`config.mk`:
```
export PLATFORM = sky130hd
export DESIGN_NAME = flight_phase_detector
export DESIGN_NICKNAME = d
export VERILOG_FILES = /design/src/hdl/fpd_pkg.sv /design/src/hdl/fpd_cfg.sv /design/src/hdl/fpd_square.sv /design/src/hdl/fpd_update.sv /design/src/hdl/flight_phase_detector.sv
export VERILOG_INCLUDE_DIRS = /design/src /design/src/hdl
export SDC_FILE = /design/constraint.sdc
export NUM_CORES = 2
export LEC_CHECK = 0
export BUFFER_PORTS_ARGS = -buffer_cell sky130_fd_sc_hd__buf_2
export CAP_MARGIN = 20
export CORE_MARGIN = 10
export CORE_UTILIZATION = 61
export CTS_BUF_LIST = sky130_fd_sc_hd__clkbuf_8
export CTS_CLUSTER_SIZE = 24
export DETAILED_ROUTE_END_ITERATION = 6
export GPL_TIMING_DRIVEN = 0
export PLACE_DENSITY_LB_ADDON = 0.15
export SYNTH_ARGS = -nofsm -noshare
export SYNTH_HDL_FRONTEND = slang
export SYNTH_SLANG_ARGS = --single-unit
```
`constraint.sdc`:
```
create_clock -name clk -period 14.03 [get_ports clk]
set_clock_uncertainty 0.05 [all_clocks]
set_input_delay 2.1045 -clock clk [delete_from_list [all_inputs] [get_ports clk]]
set_output_delay 2.1045 -clock clk [all_outputs]
set_load 0.03 [all_outputs]
```
`src/hdl/flight_phase_detector_assert.svh`:
```
// Assertion macros for the flight phase detector.
// Included by the RTL file that carries concurrent checks; expects clk and rst in scope.
`ifndef FLIGHT_PHASE_DETECTOR_ASSERT_SVH
`define FLIGHT_PHASE_DETECTOR_ASSERT_SVH

`ifndef SYNTHESIS

// Same-cycle implication, sampled on clk and disabled during reset.
`define FPD_ASSERT_IMP(lbl, ante, cons, msg) \
  lbl: assert property (@(posedge clk) disable iff (rst) (ante) |-> (cons)) \
    else $error(msg);

// Next-cycle implication, sampled on clk and disabled during reset.
`define FPD_ASSERT_NXT(lbl, ante, cons, msg) \
  lbl: assert property (@(posedge clk) disable iff (rst) (ante) |=> (cons)) \
    else $error(msg);

`else

`define FPD_ASSERT_IMP(lbl, ante, cons, msg)
`define FPD_ASSERT_NXT(lbl, ante, cons, msg)

`endif

`endif

```
`src/hdl/fpd_pkg.sv`:
```
// Shared types and constants of the flight phase detector.
// No dependencies; used by every module of the block.
`default_nettype none

package fpd_pkg;

  // Flight phase codes as they appear on the result.
  typedef enum logic [2:0] {
    PH_INITIAL   = 3'd0,
    PH_ACCEL     = 3'd1,
    PH_COAST     = 3'd2,
    PH_LANDED    = 3'd3,
    PH_FREE_FALL = 3'd4
  } phase_t;

  // Configuration register indexes.
  localparam logic [1:0] REG_THRUST  = 2'd0;
  localparam logic [1:0] REG_COAST   = 2'd1;
  localparam logic [1:0] REG_REST    = 2'd2;
  localparam logic [1:0] REG_DESCENT = 2'd3;

  localparam int CFG_DATA_W = 16;
  localparam int CFG_IDX_W  = 2;

  // Reset values of the configuration registers.
  localparam logic [14:0]        THRUST_RESET  = 15'd8000;
  localparam logic signed [15:0] COAST_RESET   = -16'sd300;
  localparam logic [14:0]        REST_RESET    = 15'd20;
  localparam logic [7:0]         DESCENT_RESET = 8'd10;

  // Squared thresholds at reset, precomputed.
  localparam logic [29:0] THRUST_SQ_RESET = 30'd64000000;
  localparam logic [29:0] REST_SQ_RESET   = 30'd400;

  localparam logic [7:0] RUN_MAX = 8'd255;

  // One sensor frame.
  typedef struct packed {
    logic signed [15:0] accel_x;
    logic signed [15:0] accel_y;
    logic signed [15:0] accel_z;
    logic signed [31:0] altitude;
  } frame_t;

  // One result.
  typedef struct packed {
    logic [2:0]         phase;
    logic               apogee_seen;
    logic signed [31:0] apogee_altitude;
  } result_t;

  // Configuration as seen by the datapath; thresholds are kept squared.
  typedef struct packed {
    logic [29:0]        thrust_sq;
    logic [29:0]        rest_sq;
    logic signed [15:0] coast_threshold;
    logic [7:0]         descent_samples;
  } cfg_t;

  // First pipeline stage: per-axis squares plus the fields still needed.
  typedef struct packed {
    logic [30:0]        sq_x;
    logic [30:0]        sq_y;
    logic [30:0]        sq_z;
    logic signed [15:0] accel_z;
    logic signed [31:0] altitude;
  } square_t;

endpackage

`default_nettype wire

```
`src/hdl/fpd_cfg.sv`:
```
// Configuration registers of the flight phase detector.
// Depends on fpd_pkg; squares the magnitude thresholds when they are written.
`default_nettype none

module fpd_cfg (
  input  wire logic                             clk,
  input  wire logic                             rst,
  input  wire logic                             cfg_wr_en,
  input  wire logic [fpd_pkg::CFG_IDX_W-1:0]    cfg_index,
  input  wire logic [fpd_pkg::CFG_DATA_W-1:0]   cfg_data,
  output fpd_pkg::cfg_t                         cfg
);
  import fpd_pkg::*;

  logic [29:0] data_sq;

  // One 15x15 multiplier, used only on a write.
  assign data_sq = 30'(cfg_data[14:0]) * 30'(cfg_data[14:0]);

  always_ff @(posedge clk) begin
    if (rst) begin
      cfg.thrust_sq       <= THRUST_SQ_RESET;
      cfg.rest_sq         <= REST_SQ_RESET;
      cfg.coast_threshold <= COAST_RESET;
      cfg.descent_samples <= DESCENT_RESET;
    end else if (cfg_wr_en) begin
      case (cfg_index)
        REG_THRUST:  cfg.thrust_sq       <= data_sq;
        REG_COAST:   cfg.coast_threshold <= cfg_data;
        REG_REST:    cfg.rest_sq         <= data_sq;
        REG_DESCENT: cfg.descent_samples <= cfg_data[7:0];
        default: begin
        end
      endcase
    end
  end

endmodule

`default_nettype wire

```
`src/hdl/fpd_square.sv`:
```
// Input stage of the flight phase detector: registers the squares of the three axes.
// Depends on fpd_pkg.
`default_nettype none

module fpd_square (
  input  wire logic            clk,
  input  wire logic            load,
  input  wire fpd_pkg::frame_t frame,
  output fpd_pkg::square_t     sq
);
  import fpd_pkg::*;

  logic signed [31:0] prod_x;
  logic signed [31:0] prod_y;
  logic signed [31:0] prod_z;

  assign prod_x = frame.accel_x * frame.accel_x;
  assign prod_y = frame.accel_y * frame.accel_y;
  assign prod_z = frame.accel_z * frame.accel_z;

  // A square of a 16-bit value never exceeds 2**30, so 31 bits hold it.
  always_ff @(posedge clk) begin
    if (load) begin
      sq.sq_x     <= prod_x[30:0];
      sq.sq_y     <= prod_y[30:0];
      sq.sq_z     <= prod_z[30:0];
      sq.accel_z  <= frame.accel_z;
      sq.altitude <= frame.altitude;
    end
  end

endmodule

`default_nettype wire

```
`src/hdl/fpd_update.sv`:
```
// Phase and apogee state update plus the result register of the flight phase detector.
// Depends on fpd_pkg and flight_phase_detector_assert.svh.
`default_nettype none

`include "flight_phase_detector_assert.svh"

module fpd_update (
  input  wire logic             clk,
  input  wire logic             rst,
  input  wire logic             advance,
  input  wire fpd_pkg::square_t sq,
  input  wire fpd_pkg::cfg_t    cfg,
  input  wire logic             result_ready,
  output logic                  result_valid,
  output fpd_pkg::result_t      result
);
  import fpd_pkg::*;

  phase_t             phase;
  phase_t             phase_next;
  logic               apogee_flag;
  logic               apogee_flag_next;
  logic signed [31:0] apogee_alt;
  logic signed [31:0] apogee_alt_next;
  logic signed [31:0] prev_alt;
  logic [7:0]         run;
  logic [7:0]         run_next;
  logic [31:0]        mag_sq;
  logic               non_rising;

  assign mag_sq     = 32'(sq.sq_x) + 32'(sq.sq_y) + 32'(sq.sq_z);
  assign non_rising = sq.altitude <= prev_alt;

  always_comb begin
    phase_next       = phase;
    apogee_flag_next = apogee_flag;
    apogee_alt_next  = apogee_alt;
    run_next         = run;

    if (mag_sq >= 32'(cfg.thrust_sq)) begin
      phase_next = PH_ACCEL;
    end else if (sq.accel_z < cfg.coast_threshold) begin
      phase_next = PH_COAST;
    end else if (mag_sq <= 32'(cfg.rest_sq)) begin
      phase_next = PH_LANDED;
    end

    if (non_rising) begin
      if (run == 8'd0) begin
        apogee_alt_next = sq.altitude;
      end
      // Free fall is declared only on the step onto the configured count.
      if (run != RUN_MAX) begin
        run_next = run + 8'd1;
        if (run_next == cfg.descent_samples) begin
          phase_next       = PH_FREE_FALL;
          apogee_flag_next = 1'b1;
        end
      end
    end else begin
      run_next = 8'd0;
    end
  end

  always_ff @(posedge clk) begin
    if (rst) begin
      phase        <= PH_INITIAL;
      apogee_flag  <= 1'b0;
      apogee_alt   <= '0;
      prev_alt     <= '0;
      run          <= '0;
      result_valid <= 1'b0;
    end else begin
      if (advance) begin
        phase        <= phase_next;
        apogee_flag  <= apogee_flag_next;
        apogee_alt   <= apogee_alt_next;
        prev_alt     <= sq.altitude;
        run          <= run_next;
        result_valid <= 1'b1;
      end else if (result_ready) begin
        result_valid <= 1'b0;
      end
    end
  end

  always_ff @(posedge clk) begin
    if (advance) begin
      result.phase           <= phase_next;
      result.apogee_seen     <= apogee_flag_next;
      result.apogee_altitude <= apogee_alt_next;
    end
  end

  `FPD_ASSERT_NXT(a_flag_sticky, apogee_flag, apogee_flag, "apogee flag was cleared")
  `FPD_ASSERT_IMP(a_flag_rise_ff, $rose(apogee_flag), phase == PH_FREE_FALL, "free fall missing")
  `FPD_ASSERT_IMP(a_flag_rise_run, $rose(apogee_flag), run != 8'd0, "flag rose with empty run")
  `FPD_ASSERT_NXT(a_run_sat, run == RUN_MAX, run == RUN_MAX || run == 8'd0, "run counter wrapped")
  `FPD_ASSERT_IMP(a_result_phase, result_valid, result.phase == phase, "stale result phase")

endmodule

`default_nettype wire

```
`src/hdl/flight_phase_detector.sv`:
```
// Flight phase detector. Each sensor frame (three signed acceleration axes in
// 0.01 m/s^2 and a signed altitude in cm) yields exactly one result: the flight
// phase after that frame, a sticky apogee flag and the captured apogee altitude.
// The block is a two-stage pipeline. The first stage registers the three axis
// squares; the second adds them, compares against the squared thresholds, runs
// the non-rising altitude counter and loads the result register. A new frame
// transaction can be accepted in every cycle in which frame_ready is high, and an
// accepted frame moves from the first stage into the result register as soon as
// that register is empty or being drained; throughput is one frame per cycle,
// limited only by the result consumer. While a finished result waits, the input
// side takes one more frame into the empty first stage and then holds frame_ready
// low until the result is taken; frame_ready follows result_ready within the
// cycle. Thresholds are squared when they are written, so no square root is
// taken. Configuration is written through a plain write port with no wait and
// should only change while no transaction is in flight.
`default_nettype none

module flight_phase_detector (
  input  wire logic                             clk,
  input  wire logic                             rst,
  input  wire logic                             frame_valid,
  output logic                                  frame_ready,
  input  wire fpd_pkg::frame_t                  frame,
  output logic                                  result_valid,
  input  wire logic                             result_ready,
  output fpd_pkg::result_t                      result,
  input  wire logic                             cfg_wr_en,
  input  wire logic [fpd_pkg::CFG_IDX_W-1:0]    cfg_index,
  input  wire logic [fpd_pkg::CFG_DATA_W-1:0]   cfg_data
);
  import fpd_pkg::*;

  cfg_t    cfg;
  square_t sq;
  logic    sq_valid;
  logic    advance;
  logic    accept;

  // The square stage moves on when the result register is empty or being drained.
  assign advance     = sq_valid && (!result_valid || result_ready);
  assign frame_ready = !sq_valid || advance;
  assign accept      = frame_valid && frame_ready;

  always_ff @(posedge clk) begin
    if (rst) begin
      sq_valid <= 1'b0;
    end else if (accept) begin
      sq_valid <= 1'b1;
    end else if (advance) begin
      sq_valid <= 1'b0;
    end
  end

  fpd_cfg u_cfg (
    .clk       (clk),
    .rst       (rst),
    .cfg_wr_en (cfg_wr_en),
    .cfg_index (cfg_index),
    .cfg_data  (cfg_data),
    .cfg       (cfg)
  );

  fpd_square u_square (
    .clk   (clk),
    .load  (accept),
    .frame (frame),
    .sq    (sq)
  );

  fpd_update u_update (
    .clk          (clk),
    .rst          (rst),
    .advance      (advance),
    .sq           (sq),
    .cfg          (cfg),
    .result_ready (result_ready),
    .result_valid (result_valid),
    .result       (result)
  );

endmodule

`default_nettype wire
```
Yosys cells after proc, flatten, opt, wreduce, memory -nomap -nowiden
Index checks and enable logic that the tools add are counted.
{"block": "word_totals", "ff_bits": 339, "in_bits": 103, "output_inout_bits": 38, "elab_cells": 68}
{"block": "classes", "n_addsub": 3, "multipliers": 4, "n_lt_le_gt_ge": 4, "eq_ne": 6, "mux": 17, "n_reduce_logical": 15}
{"op": "multiplier 16 x 16 -> 31 bit", "count": 3}
{"op": "2-to-1 mux 32 bit", "count": 2}
{"op": "adder 31 x 31 -> 32 bit", "count": 1}
{"op": "adder 32 x 31 -> 32 bit", "count": 1}
{"op": "greater-or-equal comparator 32 x 30 -> 1 bit", "count": 1}
{"op": "<= comparator 32 x 30 -> 1 bit", "count": 1}
{"op": "<= comparator 32 bit", "count": 1}
{"op": "multiplier 15 x 15 -> 30 bit", "count": 1}
{"op": "2-to-1 mux 3 bit", "count": 6}
{"op": "less-than comparator 16 bit", "count": 1}
{"op": "2-to-1 mux 8 bit", "count": 2}
{"op": "AND reduction 2 bit", "count": 5}
{"op": "adder 8 x 1 -> 8 bit (second input constant)", "count": 1}
{"op": "equality test 8 bit", "count": 1}
{"op": "logical NOT 8 bit", "count": 1}
{"op": "!= test 8 bit (second input constant)", "count": 1}
{"op": "2-to-1 mux 1 bit", "count": 7}
{"op": "equality test 2 bit (second input constant)", "count": 2}
{"op": "nonzero test 2 bit", "count": 2}
{"op": "equality test 2 x 1 -> 1 bit (second input constant)", "count": 1}
{"op": "logical AND 1 bit", "count": 2}
{"op": "logical NOT 1 bit", "count": 2}
{"op": "logical NOT 2 bit", "count": 1}
{"op": "logical OR 1 bit", "count": 2}
{"op": "!= test 2 bit (second input constant)", "count": 1}

Logic depth before layout (Yosys ltp)
{"block": "depth", "ltp_word": 9, "depth_mapped": 27, "depth_no_buf": 24}

Hierarchy
Synthesis repeated with hierarchy kept, for this count alone.
{"block": "hier_totals", "hier_cells": 5225, "area_unflattened_um2": 49608.8}
{"mod": "fpd_square", "n_inst": 1, "cells_each": 3039, "area_per_inst_um2": 30251.5, "seq_area_each_um2": 4113.9}
{"mod": "fpd_cfg", "n_inst": 1, "cells_each": 1140, "area_per_inst_um2": 9660.5, "seq_area_each_um2": 1641.6}
{"mod": "fpd_update", "n_inst": 1, "cells_each": 1039, "area_per_inst_um2": 9624.2, "seq_area_each_um2": 2622.5}
{"mod": "flight_phase_detector", "n_inst": 1, "cells_each": 7, "area_per_inst_um2": 72.6, "seq_area_each_um2": 20.0}

Worst setup path after synthesis
OpenSTA, ideal clock, no wires.
{"block": "synth_path", "path_type": "input to register", "start": "input port frame[79] (netlist bit)", "end": "register u_square.sq[139] (netlist name)", "setup_ns": 0.258, "arrival_ns": 7.919, "required_ns": 13.722, "slack_ns": 5.804, "stages": 24, "path_cell_list": "clkbuf_1 -> inv_1 -> clkbuf_1 -> nor2_1 -> fa_1 -> inv_1 -> fa_1 -> inv_1 -> fa_1 -> fa_1 -> fa_1 -> inv_1 -> fa_1 -> inv_1 -> ha_1 -> a21oi_1 -> nor2_1 -> a211oi_1 -> a21oi_1 -> a31o_1 -> o41a_1 -> a21o_1 -> a21oi_1 -> xnor2_1"}
{"block": "synth_via", "elab_chain_cells": 1}
{"item": "from (decl)", "line": "flight_phase_detector.sv:23", "source": "input wire fpd_pkg::frame_t frame,"}
{"item": "multiplier 16 x 16 -> 31 bit", "line": "fpd_square.sv:17", "source": "assign prod_x = frame.accel_x * frame.accel_x;"}
{"item": "net u_square.prod_x[29]", "line": "fpd_square.sv:13", "source": "logic signed [31:0] prod_x;"}
The timed path passes the listed nets, and every way through them passes these cells.
A chain may end at the register's enable or synchronous reset.

Final worst setup path
{"block": "layout_path", "start": "input port frame[47] (netlist bit)", "end": "register u_square.sq[78] (netlist name)"}
{"block": "layout_via", "elab_chain_cells": 1}
{"item": "multiplier 16 x 16 -> 31 bit", "line": "fpd_square.sv:19", "source": "assign prod_z = frame.accel_z * frame.accel_z;"}
{"item": "net u_square.prod_z[30]", "line": "fpd_square.sv:15", "source": "logic signed [31:0] prod_z;"}
The timed path passes the listed nets, and every way through them passes these cells.

==> summary.md <==
| Metric | Value |
|---|---|
| Outcome | `completed` |
| DRT Pass-1 Iters | `6` |
| Post-synthesis register bit count | `between 300 and 400` |
| Slew margin rel. | `32.3%` |
| Vias post-DR | `about 34000` |
| Worst hold margin | `about 0.4 ns` |
| GR Util All Layers | `between 20% and 30%` |
| First-pass GRT wire length | `around 190000 um` |
| Root Driver | `clkbuf_8` |
| DRT met1 WL | `roughly 46000 um` |
| Clock buffer depth | `3` |
| Final hold violations | `0` |
| First DRT Iteration DRCs | `about 1900` |
| Core area | `~80000 um2` |
| Hold-fix buffers at CTS | `0` |
| CP most frequent cell | `fa_1` |
| Fin crit share | `a little over three fifths` |
| # H-tree levels | `2` |
| Post-CTS Resized | `0` |
| Post-DP HPWL | `around 94000 um` |
| Starting Density | `between 60% and 70%` |
| Startpoint types | `primary input` |
| Synthesized instance count | `slightly above 5000` |
| Clock transition at the registers of the reported paths | `about 0.06 ns` |
| Area Growth Syn to Fin | `6.64%` |
| Vias per inst | `roughly 5.4` |
| Die Area | `just over 90000 um2` |
| Main flop type after synthesis | `edfxtp_1` |
| ANT nets after route | `0` |
| Final nets | `approximately 6800` |
| Post-synth top area cell | `fa_1` |
| Mapped Area | `~49000 um2` |
| DIE WIDTH | `a little over 300 um` |
| CTS Sinks | `around 330` |
| Uppermost routed layer | `met4` |
| Crit end category | `register` |
| Arrival time of the worst setup path | `~9.1 ns` |
| # rows | `103` |
| Slowest stage delay, CP | `between 0.6 and 0.7 ns` |
| Setup violators final | `0` |
| DRC Markers | `0` |
| TritonCTS buffer count | `54` |
| Share of layout cells above drive strength 1 | `5.82%` |
| Routability cong. | `around 0.9` |
| Slew Limit Fails | `0` |
| MaxCap Viol Count | `0` |
| Max FO, Critical Path | `10` |
| Top post-synthesis cells by area | `fa_1 36%, ha_1 12%, edfxtp_1 11%, inv_1 10%, dfxtp_1 6.6%` |
| Critical path class | `in -> reg` |
| CP max stage cell | `fa_1` |
| Synth cell types | `around 90` |
| Metal2 WL | `56300 um` |
| Cell family with most CP delay | `adder cells` |
| Largest net degree at the start of global routing | `71` |
| Total grt overflow | `0` |
| DR WL/cell | `roughly 18 um` |
| Initial antenna violation count | `1` |
| Register area share after synthesis | `between 10% and 20%` |
| YS warnings | `0` |
| Clock period minus worst slack | `8.78 ns` |
| Fillers | `6459` |
| Maximum clock rate | `0.114 GHz` |
| Unrepaired setup endpoints after global routing | `false` |
| Final TNS setup | `0 ns` |
| CP Data Required Time | `~14 ns` |
| Total wire length | `approximately 110000 um` |
| Buf/Inv on CP | `8` |
| Post-synth ARST share | `0%` |
| Post-synth EDFFs | `173` |
| DR WL met3 | `between 6000 and 7000 um` |
| Top-area cell type share of the netlist area | `35.7%` |
| CTS tree | `built` |
| Post-CTS Setup Bufs | `0` |
| Hold Path Class | `reg -> reg` |
| Die Height | `302 um` |
| Worst slew pin tran | `a little over 1 ns` |
| Buffers on Ports | `132` |
| Worst-skew pair later-pin latency | `about 0.67 ns` |
| Final design utilization | `around two thirds` |
| IO Count | `~140` |
| Number of global-route vias before repair | `roughly 37000` |
| Post-Syn Area per Cell | `around 9.5 um2` |
[logic make-up after synthesis]
kind of cell	synth area share [%]
multiplexers	1.62
other	0.00770
AO/OA/AOI/OAI	7.63
buffers and inverters	11.2
flip-flops	17.3
AND/OR/NAND/NOR	11.2
adder cells (fa/ha/maj)	47.8
XOR/XNOR	3.31
[placed cells by master, fill, tap and decap left out, types with 10 or more instances in the layout]
cell,Yosys,routed
clkbuf_1,131,130
and3_1,20,20
o21bai_1,16,16
xnor2_1,135,135
fa_1,868,868
a21oi_1,237,237
nand3_1,37,37
o21ai_0,75,75
nand4_1,23,23
nand2_1,522,522
o21a_1,20,20
a31oi_1,14,14
o211ai_1,31,31
nor2_1,223,223
a21o_1,67,67
ha_1,470,470
clkbuf_8,0,62
a211oi_1,23,23
buf_2,5,137
and2_1,199,198
mux2_2,37,37
clkinv_2,0,10
inv_1,1295,1305
mux2i_1,36,36
clkinv_1,2,11
nor3_1,31,31
dfxtp_1,160,160
nand2b_1,30,30
xor2_1,49,49
nor2b_1,30,30
edfxtp_1,173,173
[metrics by stage]
stage	area, um2	instances	setup slack [ns]
2_1_floorplan	48700	5122	5.80
6_report	51900	6410	5.25
4_1_cts	51900	6409	5.43
3_3_place_gp	50700	6304	4.85
3_5_place_dp	50700	6308	4.79
5_1_grt	51900	6410	4.94
[worst paths after layout]
kind	start	to	slack (ns)	cells past startpoint
max reg2reg	u_square.sq[52]	u_update.phase[1]	7.71	21
max	frame[47]	u_square.sq[78]	5.25	25
min	u_update.prev_alt[20]	u_update.prev_alt[20]	0.40	2
min reg2reg	u_update.prev_alt[20]	u_update.prev_alt[20]	0.40	2
[flip-flops by register name (all words and copies together), names as in the netlist]
signal and cells:
u_update.result_valid 1, sq_valid 1, u_update.run 8, u_update.apogee_alt 32
u_update.result 36, u_update.apogee_flag 1, u_square.sq 137, u_update.phase 3
u_cfg.cfg 82, u_update.prev_alt 32
[Yosys cell counts, drive strengths merged, types with 5 or more instances]
cell	n
nand2b	30
a211oi	26
nor3b	7
o21ai	84
o21bai	16
mux2i	36
or3	9
and3	20
edfxtp	173
o41ai	5
a31oi	14
a221oi	9
nand3	37
nand2	522
and4	5
nor2	225
nor2b	30
mux2	38
and2	199
o31ai	7
a21oi	240
ha	470
xor2	49
nand4	24
dfxtp	160
nor3	32
a211o	9
buf	13
or2	9
inv	1296
clkbuf	131
fa	868
a21o	67
a31o	9
o21a	20
xnor2	135
o211ai	32
[cell type report]
| class | instances | area [um2] | area share (%) |
|---|---|---|---|
| repair buffers | 136 | 736 | 1.42 |
| clock buffers | 62 | 853 | 1.64 |
| clock inverters | 39 | 318 | 0.612 |
| flip-flops and latches | 333 | 8400 | 16.2 |
| well taps | 1050 | 1310 | 2.53 |
| inverters | 1298 | 4870 | 9.39 |
| plain buffers | 144 | 571 | 1.10 |
| multi-input cells | 3347 | 34800 | 67.1 |
| diodes | 1 | 2.50 | 0.00482 |
[worst register-to-register path, stage by stage, from the launching register on]
cell and delay (ns):
edfxtp_1 0.49, fa_1 0.52, ha_1 0.34, o21ai_2 0.17, a21oi_1 0.10, a211o_1 0.33
a221o_2 0.42, a311o_1 0.34, a21oi_1 0.24, o21ai_0 0.11, o41a_1 0.13, xor2_1 0.34
ha_1 0.32, a21o_1 0.18, a21o_1 0.18, a21oi_1 0.13, o21ai_0 0.17, a211oi_1 0.47
nor2_1 0.26, o211ai_1 0.39, a21oi_1 0.18, a2111oi_2 0.34
[layer usage]
layer / up-vias / global-route usage, %
met2: 875 / 44.6
met4: 0 / 7.41
li1: 16100 / -
met3: 173 / 3.01
met1: 17200 / 32.8
met5: - / 0
Power is not shown: default switching activity piles up to over one toggle a cycle in this logic, so the estimate is an artifact.
